`src/mqip_pkg.sv`:
```
// Shared types and codes for the multi-queue store with indexed peek.
// Used by the controller, the datapath and the top level. No dependencies.
`default_nettype none

package mqip_pkg;

  // operation codes carried in tuser
  localparam logic [1:0] OP_PUSH  = 2'd0;
  localparam logic [1:0] OP_POP   = 2'd1;
  localparam logic [1:0] OP_QUERY = 2'd2;

  // result status codes
  localparam logic [1:0] ST_OK    = 2'd0;
  localparam logic [1:0] ST_FULL  = 2'd1;
  localparam logic [1:0] ST_EMPTY = 2'd2;

  localparam int unsigned CMD_W    = 2;
  localparam int unsigned QID_W    = 4;
  localparam int unsigned WORD_W   = 32;
  localparam int unsigned IDX_W    = 7;
  localparam int unsigned STATUS_W = 2;
  localparam int unsigned IN_TDATA_W  = 40;  // push_value + peek_index, byte padded
  localparam int unsigned IN_TUSER_W  = CMD_W + QID_W;
  localparam int unsigned OUT_TDATA_W = WORD_W;
  localparam int unsigned OUT_TUSER_W = STATUS_W;

  // controller -> datapath
  typedef struct packed {
    logic capture;   // input word accepted this cycle
    logic look;      // fetch front/count of the addressed queue
    logic exec;      // ring arithmetic, store access, pointer update
    logic load_out;  // move result into output register
  } mqip_cmd_t;

  // datapath -> controller
  typedef struct packed {
    logic out_busy;  // output register holds a word not yet taken
  } mqip_sts_t;

endpackage

`default_nettype wire

```
`src/mqip_ctrl.sv`:
```
// Operation sequencer: accept, lookup, execute, respond.
// Depends on mqip_pkg.
`default_nettype none

module mqip_ctrl (
  input  wire logic              clk,
  input  wire logic              rst_n,
  input  wire logic              in_tvalid,
  output logic                   in_tready,
  input  wire mqip_pkg::mqip_sts_t sts,
  output mqip_pkg::mqip_cmd_t    cmd
);
  import mqip_pkg::*;

  typedef enum logic [1:0] {
    S_IDLE,
    S_LOOK,
    S_EXEC,
    S_RESP
  } state_t;

  state_t state_r;
  logic   in_tready_r;

  assign in_tready = in_tready_r;

  always_comb begin
    cmd.capture  = in_tvalid && in_tready_r;
    cmd.look     = (state_r == S_LOOK);
    cmd.exec     = (state_r == S_EXEC);
    cmd.load_out = (state_r == S_RESP) && !sts.out_busy;
  end

  always_ff @(posedge clk) begin
    if (!rst_n) begin
      state_r     <= S_IDLE;
      in_tready_r <= 1'b0;
    end else begin
      unique case (state_r)
        S_IDLE: begin
          if (in_tvalid && in_tready_r) begin
            state_r     <= S_LOOK;
            in_tready_r <= 1'b0;
          end else begin
            in_tready_r <= 1'b1;
          end
        end
        S_LOOK: begin
          state_r <= S_EXEC;
        end
        S_EXEC: begin
          state_r <= S_RESP;
        end
        S_RESP: begin
          if (!sts.out_busy) begin
            state_r     <= S_IDLE;
            in_tready_r <= 1'b1;
          end
        end
        default: begin
          state_r     <= S_IDLE;
          in_tready_r <= 1'b0;
        end
      endcase
    end
  end

  a_ready_only_idle: assert property (@(posedge clk) disable iff (!rst_n)
    in_tready_r |-> state_r == S_IDLE)
    else $error("ready raised outside idle");

  a_accept_to_look: assert property (@(posedge clk) disable iff (!rst_n)
    cmd.capture |=> state_r == S_LOOK)
    else $error("accepted word not followed by lookup");

  a_exec_after_look: assert property (@(posedge clk) disable iff (!rst_n)
    cmd.exec |-> $past(cmd.look))
    else $error("execute without lookup");

endmodule

`default_nettype wire

```
`config.mk`:
```
export PLATFORM = sky130hd
export DESIGN_NAME = mqip_ctrl
export DESIGN_NICKNAME = d
export VERILOG_FILES = /design/src/mqip_pkg.sv /design/src/mqip_ctrl.sv
export SDC_FILE = /design/constraint.sdc
export NUM_CORES = 1
export LEC_CHECK = 0
export ABC_AREA = 1
export ABC_CLOCK_PERIOD_IN_PS = 3100
export BUFFER_PORTS_ARGS = -buffer_cell sky130_fd_sc_hd__buf_2
export CORE_AREA = 4 4 41 43
export CTS_CLUSTER_DIAMETER = 120
export DETAILED_ROUTE_END_ITERATION = 8
export DIE_AREA = 0 0 45 47
export SYNTH_ARGS = -nofsm -noshare
export SYNTH_HDL_FRONTEND = slang
export SYNTH_SLANG_ARGS = --single-unit
```
`constraint.sdc`:
```
create_clock -name clk -period 3.1 [get_ports clk]
set_input_delay 0.155 -clock clk [delete_from_list [all_inputs] [get_ports clk]]
set_output_delay 0.155 -clock clk [all_outputs]
set_load 0.05 [all_outputs]
```
==> results of run 1 <==
[layout by cell type, fill, tap and decap left out]
cell type,n
ha_1,5
clkbuf_1,1
inv_1,6
a21oi_1,2
nor2_1,5
clkbuf_4,3
nand2_2,2
nand3_1,2
buf_2,8
nand2_1,6
a21oi_2,1
dfxtp_1,3
[worst max-delay path, cell delays in order (launching register included)]
cell     delay, ns
dfxtp_1       0.41
ha_1          0.21
inv_1         0.04
nor2_1        0.07
buf_2         0.26
[power by group through the flow]
stage | Clock, uW | Sequential (uW) | Combinational, uW
2_1_floorplan | 0 | 90.4 | 164
3_3_place_gp | 0 | 74.7 | 215
3_5_place_dp | 0 | 76.5 | 216
4_1_cts | 75.9 | 75.7 | 218
5_1_grt | 80.6 | 79.3 | 239
6_report | 71.4 | 74.7 | 215
[stage by stage]
stage | cell area [sq um] | cells | setup slack (ns) | hold slack [ns] | total power, uW
after CTS | 313 | 59 | 1.69 | 0.153 | 369
final | 313 | 59 | 1.72 | 0.166 | 361
after detailed placement | 287 | 55 | 1.95 | 0.415 | 293
after global routing | 313 | 59 | 1.65 | 0.168 | 399
after floorplan | 228 | 32 | 1.71 | 0.276 | 254
after global placement | 287 | 55 | 1.97 | 0.415 | 290
[cell usage after synthesis]
library cell / count / share of area
nand2_2: 2 / 0.055
inv_1: 6 / 0.099
a21oi_1: 2 / 0.044
a21oi_2: 1 / 0.038
nand2_1: 6 / 0.099
ha_1: 5 / 0.27
dfxtp_1: 3 / 0.26
nor2_1: 5 / 0.082
nand3_1: 2 / 0.044
[metal layers]
layer / part of all wire / vias to the layer above / GRT usage / wire [um]
li1: - / 122 / - / -
met1: 0.43 / 96 / 0.0523 / 216
met2: 0.44 / 9 / 0.0932 / 217
met3: 0.064 / 3 / 0.0115 / 32
met4: 0.060 / 0 / 0.123 / 30
met5: 0 / - / 0 / 0
[final cells by class]
cell class                 instances  area, sq um
clock buffer                       4         26.3
timing repair buffer               8         40.0
fill                             158          988
sequential                         3         60.1
inverter                           6         22.5
multi-input combinational         23          145
tap                               15         18.8
[worst paths after layout]
| check | startpoint | endpoint | slack, ns | cells after the start |
|---|---|---|---|---|
| min reg2reg | state_r[0] | state_r[0] | 0.56 | 2 |
| max reg2reg | state_r[0] | state_r[1] | 1.99 | 6 |
| min | rst_n | in_tready | 0.17 | 3 |
| max | state_r[1] | cmd[0] | 1.72 | 4 |
[logic make-up (layout without fill, tap and decap cells)]
kind of cell / count (synthesis) / after routing / synth area share
and+or+nand+nor: 15 / 15 / 0.280
AOI/OAI and AO/OA: 3 / 3 / 0.0824
adders and majority gates: 5 / 5 / 0.275
buffers and inverters: 6 / 18 / 0.0989
DFF: 3 / 3 / 0.264
[sequential cells by signal, summed over array words and instances (netlist names)]
register   cells
in_tready      1
state_r        2
==> flow_summary.ini, run 1 <==
[run_status]
status = completed

[placed_design]
gp_congestion = 0.635
port_buffers = 8

[final_layout]
nNetsFinal = 54
area_growth_pct = 37.4
fin_util = 0.240
num_antenna_cells = 0
layout-drive-gt1-share = 0.318

[grt]
grt_max_degree = 6
overflow = 0
grt_first_pass_wirelength_um = 814
grt_pass1_vias = 219
grtUsageTotal = 0.0632
antenna_found_initial = 0

[route]
drt.antenna.violating_nets = 0
dr.pass1.iters = 3
drtIter0Drc = 4
routedWlPerCell_um = 8.42
num_vias = 230
vias_per_cell = 3.90
routed_wl_um = 497
route.detailed.drc = 0

[pwr]
comb_power_share = 0.596
power.internal_uw = 167
clockPowerShare = 0.198
power.density_mw_per_mm2 = 1150
switchingPower_uw = 194
netSwitchingFraction = 0.537
p_seq_frac = 0.207
p_leak_uw = 0.000178
peakVddDrop_v = 0.000239

[floorplan]
die_h_um = 47
io_pins = 9
core_sq_mm = 0.00130
start_util = 0.175
dieArea_sq_mm = 0.00212
die_w_um = 45
rows = 13

[synth]
syn_inst = 32
synth_seq_cells = 3
ys_seq_area_frac = 0.264
synth_nets = 41
yosysUniqueCellTypes = 9
ys_warn_count = 0
netlist_area_sq_um = 228
syn_avg_cell_area_sq_um = 7.12

[clocking]
clock_path_buffers = 2
clk_pin_slew_ns = 0.04
htree_num_levels = 1
worstSkewPairLatency_ns = 0.24
cts.sinks = 3
tritoncts = done
postCtsSetupBuffers = 0
cts_made_buffers = 3
holdBufCountCts = 0
ctsRootBufferMaster = clkbuf_4
cts_resized = 0

[sta]
max_slew_margin = 0.832
fin_crit_sh = 0.445
period_minus_slack_ns = 1.38
clock_skew_ns = 0.00785
setup_viol = 0
grt_setup_unrepaired = no
hold_viol = 0
tns_ns = 0
worst_pin_slew_ns = 0.253
fmax_ghz = 0.724
drv_slew = 0

[setup_path]
critPathKind = flip-flop to primary output
crit_arrival_ns = 1.23
cp-start-kind = flip-flop
worst_setup_path_end_kind = primary output
worstPathMaxFanout = 5
required_ns = 2.94

[hold_path]
min-delay-path-class = input port to flip-flop

[run]
drv_cap = 0
(Power assumes the default switching activity.)
==> inputs of run 2 (changes only) <==
- ABC_CLOCK_PERIOD_IN_PS: 3100 -> 1400
- clock period: 3.1 -> 1.4 ns (I/O delays scaled with it)
==> flow_summary.ini, run 2 (synthesis gave the netlist of run 1 again) <==
[run_status]
status = completed

[sta]
max_slew_margin = 0.833
setup_viol = 0
clock_skew_ns = 0.00586
hold_viol = 0
fmax_ghz = 0.789
tns_ns = 0
fin_crit_sh = 0.905
worst_slack_ns = 0.133
grt_setup_unrepaired = no
worst_pin_slew_ns = 0.252
period_minus_slack_ns = 1.27
drv_slew = 0

[floorplan]
io_pins = 9
rows = 13
start_util = 0.175
die_h_um = 47
dieArea_sq_mm = 0.00212
core_sq_mm = 0.00130
die_w_um = 45

[route]
routed_wl_um = 473
dr.pass1.iters = 4
routedWlPerCell_um = 8.02
drtIter0Drc = 4
drt.antenna.violating_nets = 0
route.detailed.drc = 0
num_vias = 225
vias_per_cell = 3.81

[pwr]
power.density_mw_per_mm2 = 2530
peakVddDrop_v = 0.000529
p_leak_uw = 0.000177

[grt]
grt_first_pass_wirelength_um = 717
grt_pass1_vias = 195
overflow = 0
grt_max_degree = 6
grtUsageTotal = 0.0553
antenna_found_initial = 0

[final_layout]
instances_no_fill = 59
nNetsFinal = 54
largest_register_ffs = 2
num_antenna_cells = 0
layout-drive-gt1-share = 0.318
area_growth_pct = 38.5
fillers = 158
mostFrequentLayoutCell = buf_2
final_cell_mix = buf_2 (7), nand2_1 (6), inv_1 (6)
top_register = state_r

[clocking]
clk_pin_slew_ns = 0.04
tritoncts = done
cts.sinks = 3
cts_made_buffers = 3
postCtsSetupBuffers = 0
worstSkewPairLatency_ns = 0.24
clock_path_buffers = 2
holdBufCountCts = 0
cts_resized = 0
ctsRootBufferMaster = clkbuf_4
htree_num_levels = 1

[setup_path]
required_ns = 1.33
cp-start-kind = flip-flop
worst_setup_path_end_kind = primary output
max_stage_delay_ns = 0.40
reg2reg_setup_slack_ns = 0.28
path_cells = ha_1, inv_1, nor2_1, clkbuf_4
crit_slowest_cell = dfxtp_1
critPathKind = flip-flop to primary output
worstPathMaxFanout = 5
crit_arrival_ns = 1.20

[run]
drv_cap = 0

[placed_design]
gp_congestion = 0.687
placed_cells = 55
port_buffers = 8
place_ws_ns = 0.296
place_hpwl_um = 370

[hold_path]
min-delay-path-class = input port to flip-flop
-- run 2: cell types whose count changed in the layout (fill, tap and decap cells not counted), sizes merged --
| cell | change |
|---|---|
| buf | -1 |
| clkbuf | +1 |
-- run 2: worst paths after layout --
| path | startpoint | end | cells after the start |
|---|---|---|---|
| worst max-delay path | state_r[1] | cmd[0] | 4 |
| worst min-delay path | rst_n | state_r[1] | 3 |
| worst max register to register | state_r[0] | state_r[1] | 6 |
| worst min register to register | state_r[1] | state_r[1] | 2 |
-- run 2: worst max-delay path: cells and delay by family, from the launching register on --
| family | cells | cell delay [ns] |
|---|---|---|
| buffers and inverters | 2 | 0.27 |
| DFF | 1 | 0.40 |
| and+or+nand+nor | 1 | 0.07 |
| adders and majority gates | 1 | 0.21 |
-- run 2: through the flow --
step / power (uW) / util / hold WS (ns) / area [sq um]
2_1_floorplan: 563 / - / 0.191 / 228
3_3_place_gp: 642 / 0.220 / 0.330 / 287
3_5_place_dp: 644 / 0.220 / 0.331 / 287
4_1_cts: 812 / 0.240 / 0.0708 / 313
5_1_grt: 865 / 0.242 / 0.0899 / 315
6_report: 799 / 0.242 / 0.0779 / 315
-- run 2: area by class of cell --
cell class / instances / area [sq um] / share of cell area
Tap cell: 15 / 18.8 / 0.0595
Inverter: 6 / 22.5 / 0.0714
Clock buffer: 4 / 26.3 / 0.0833
Multi-Input combinational cell: 23 / 145 / 0.460
Sequential cell: 3 / 60.1 / 0.190
Timing Repair Buffer: 8 / 42.5 / 0.135
-- run 2: per-layer routing --
layer | GRT usage | routed length (um) | vias to the layer above | share of wire
met1 | 0.0500 | 201 | 96 | 0.42
met3 | 0 | 34 | 2 | 0.072
met5 | 0 | 0 | - | 0
li1 | - | - | 119 | -
met2 | 0.0763 | 217 | 8 | 0.46
met4 | 0.123 | 19 | 0 | 0.040
-- run 2: power breakdown --
| part | internal [uW] | switching, uW | total [uW] |
|---|---|---|---|
| logic | 139 | 333 | 472 |
| clock network | 107 | 52.2 | 159 |
| registers | 125 | 42.2 | 168 |
| total | 372 | 427 | 799 |
==> inputs of run 3 (changes only) <==
- HOLD_SLACK_MARGIN: unset -> 0.12
==> flow_summary.ini, run 3 (synthesis gave the netlist of run 1 again) <==
[grt]
grt_pass1_vias = 199
overflow = 0
grtUsageTotal = 0.0561
grt_first_pass_wirelength_um = 731
antenna_found_initial = 0
grt_max_degree = 6

[hold_path]
min-delay-path-class = input port to flip-flop
hp-start = sts

[route]
wl_met1_um = 195
vias_per_cell = 3.85
wl_met3_um = 38
drtIter0Drc = 4
routedWlPerCell_um = 7.88
routed_wl_um = 473
route.detailed.drc = 0
dr.pass1.iters = 4
num_vias = 231
drt.antenna.violating_nets = 0
wl_met2_um = 220
maxUsedRoutingLayer = met4

[sta]
setup_viol = 0
tns_ns = 0
hold_viol = 0
worst_slack_ns = 0.133
period_minus_slack_ns = 1.27
worst_pin_slew_ns = 0.252
fmax_ghz = 0.789
drv_slew = 0
clock_skew_ns = 0.00586
grt_setup_unrepaired = no
fin_crit_sh = 0.905
max_slew_margin = 0.833

[run_status]
status = completed

[setup_path]
critPathKind = flip-flop to primary output
required_ns = 1.33
worst_setup_path_end_kind = primary output
cp-start-kind = flip-flop
crit_slowest_cell = dfxtp_1
path_cells = ha_1, inv_1, nor2_1, clkbuf_4
max_stage_delay_ns = 0.40
crit_start = state_r[1]
crit_arrival_ns = 1.20
r2r_start = state_r[0]
worstPathMaxFanout = 5

[floorplan]
io_pins = 9
die_w_um = 45
rows = 13
start_util = 0.175
die_h_um = 47
dieArea_sq_mm = 0.00212
core_sq_mm = 0.00130

[final_layout]
final_cell_mix = buf_2 (7), nand2_1 (6), inv_1 (6)
num_antenna_cells = 0
instances_no_fill = 60
layout-drive-gt1-share = 0.311
nNetsFinal = 55
top_register = state_r
area_growth_pct = 42.9
final_area_sq_um = 325
largest_register_ffs = 2
mostFrequentLayoutCell = buf_2

[clocking]
worstSkewPairLatency_ns = 0.24
ctsRootBufferMaster = clkbuf_4
tritoncts = done
cts_made_buffers = 3
htree_num_levels = 1
clock_path_buffers = 2
clk_pin_slew_ns = 0.04
cts.sinks = 3

[placed_design]
placed_cells = 55
port_buffers = 8
place_hpwl_um = 370
place_area_sq_um = 287
place_ws_ns = 0.296
gp_congestion = 0.687

[pwr]
total_power_uw = 801
p_leak_uw = 0.000182
power.density_mw_per_mm2 = 2460
peakVddDrop_v = 0.000529

[run]
drv_cap = 0
## run 3: changes by cell type in the layout (fill, tap and decap cells not counted), sizes merged
cell         before  now
dlygate4sd3       0    1
## run 3: final cells by class
type                            instances  area [sq um]
Tap cell                               15          18.8
Multi-Input combinational cell         23           145
Sequential cell                         3          60.1
Timing Repair Buffer                    9          52.6
Inverter                                6          22.5
Clock buffer                            4          26.3
Fill cell                             157           976
## run 3: worst max-delay path: cells and delay by family (launching register included)
family | cells | cell delay, ns
simple gates | 1 | 0.07
flops | 1 | 0.40
fa+ha+maj | 1 | 0.21
buf+inv | 2 | 0.27
## run 3: worst paths after layout
check	slack, ns	to	cells after the start
worst max-delay path	0.13	cmd[0]	4
worst min-delay path	0.16	in_tready	4
worst max register to register	0.28	state_r[1]	6
worst min register to register	0.57	state_r[1]	2
## run 3: timing repair
item	CTS	global route
resized for setup	0	1
setup endpoints to repair	0	1
hold buffers	1	0
endpoints found under the hold margin	3	0
buffers inserted	0	0
## run 3: power by group
part           leakage [uW]  switching [uW]  internal, uW
sequential        0.0000249            42.2           125
combinational      0.000142             333           141
clock             0.0000150            52.2           107
total              0.000182             428           373
## run 3: metrics by stage
| stage | hold slack, ns | utilization |
|---|---|---|
| final | 0.159 | 0.250 |
| after global routing | 0.183 | 0.250 |
| after CTS | 0.151 | 0.248 |
| after detailed placement | 0.331 | 0.220 |
| after global placement | 0.330 | 0.220 |
| after floorplan | 0.191 | - |
## run 3: per-layer routing
layer,vias to the layer above,GRT usage
li1,121,-
met1,100,0.0477
met2,8,0.0819
met3,2,0
met4,0,0.123
met5,-,0
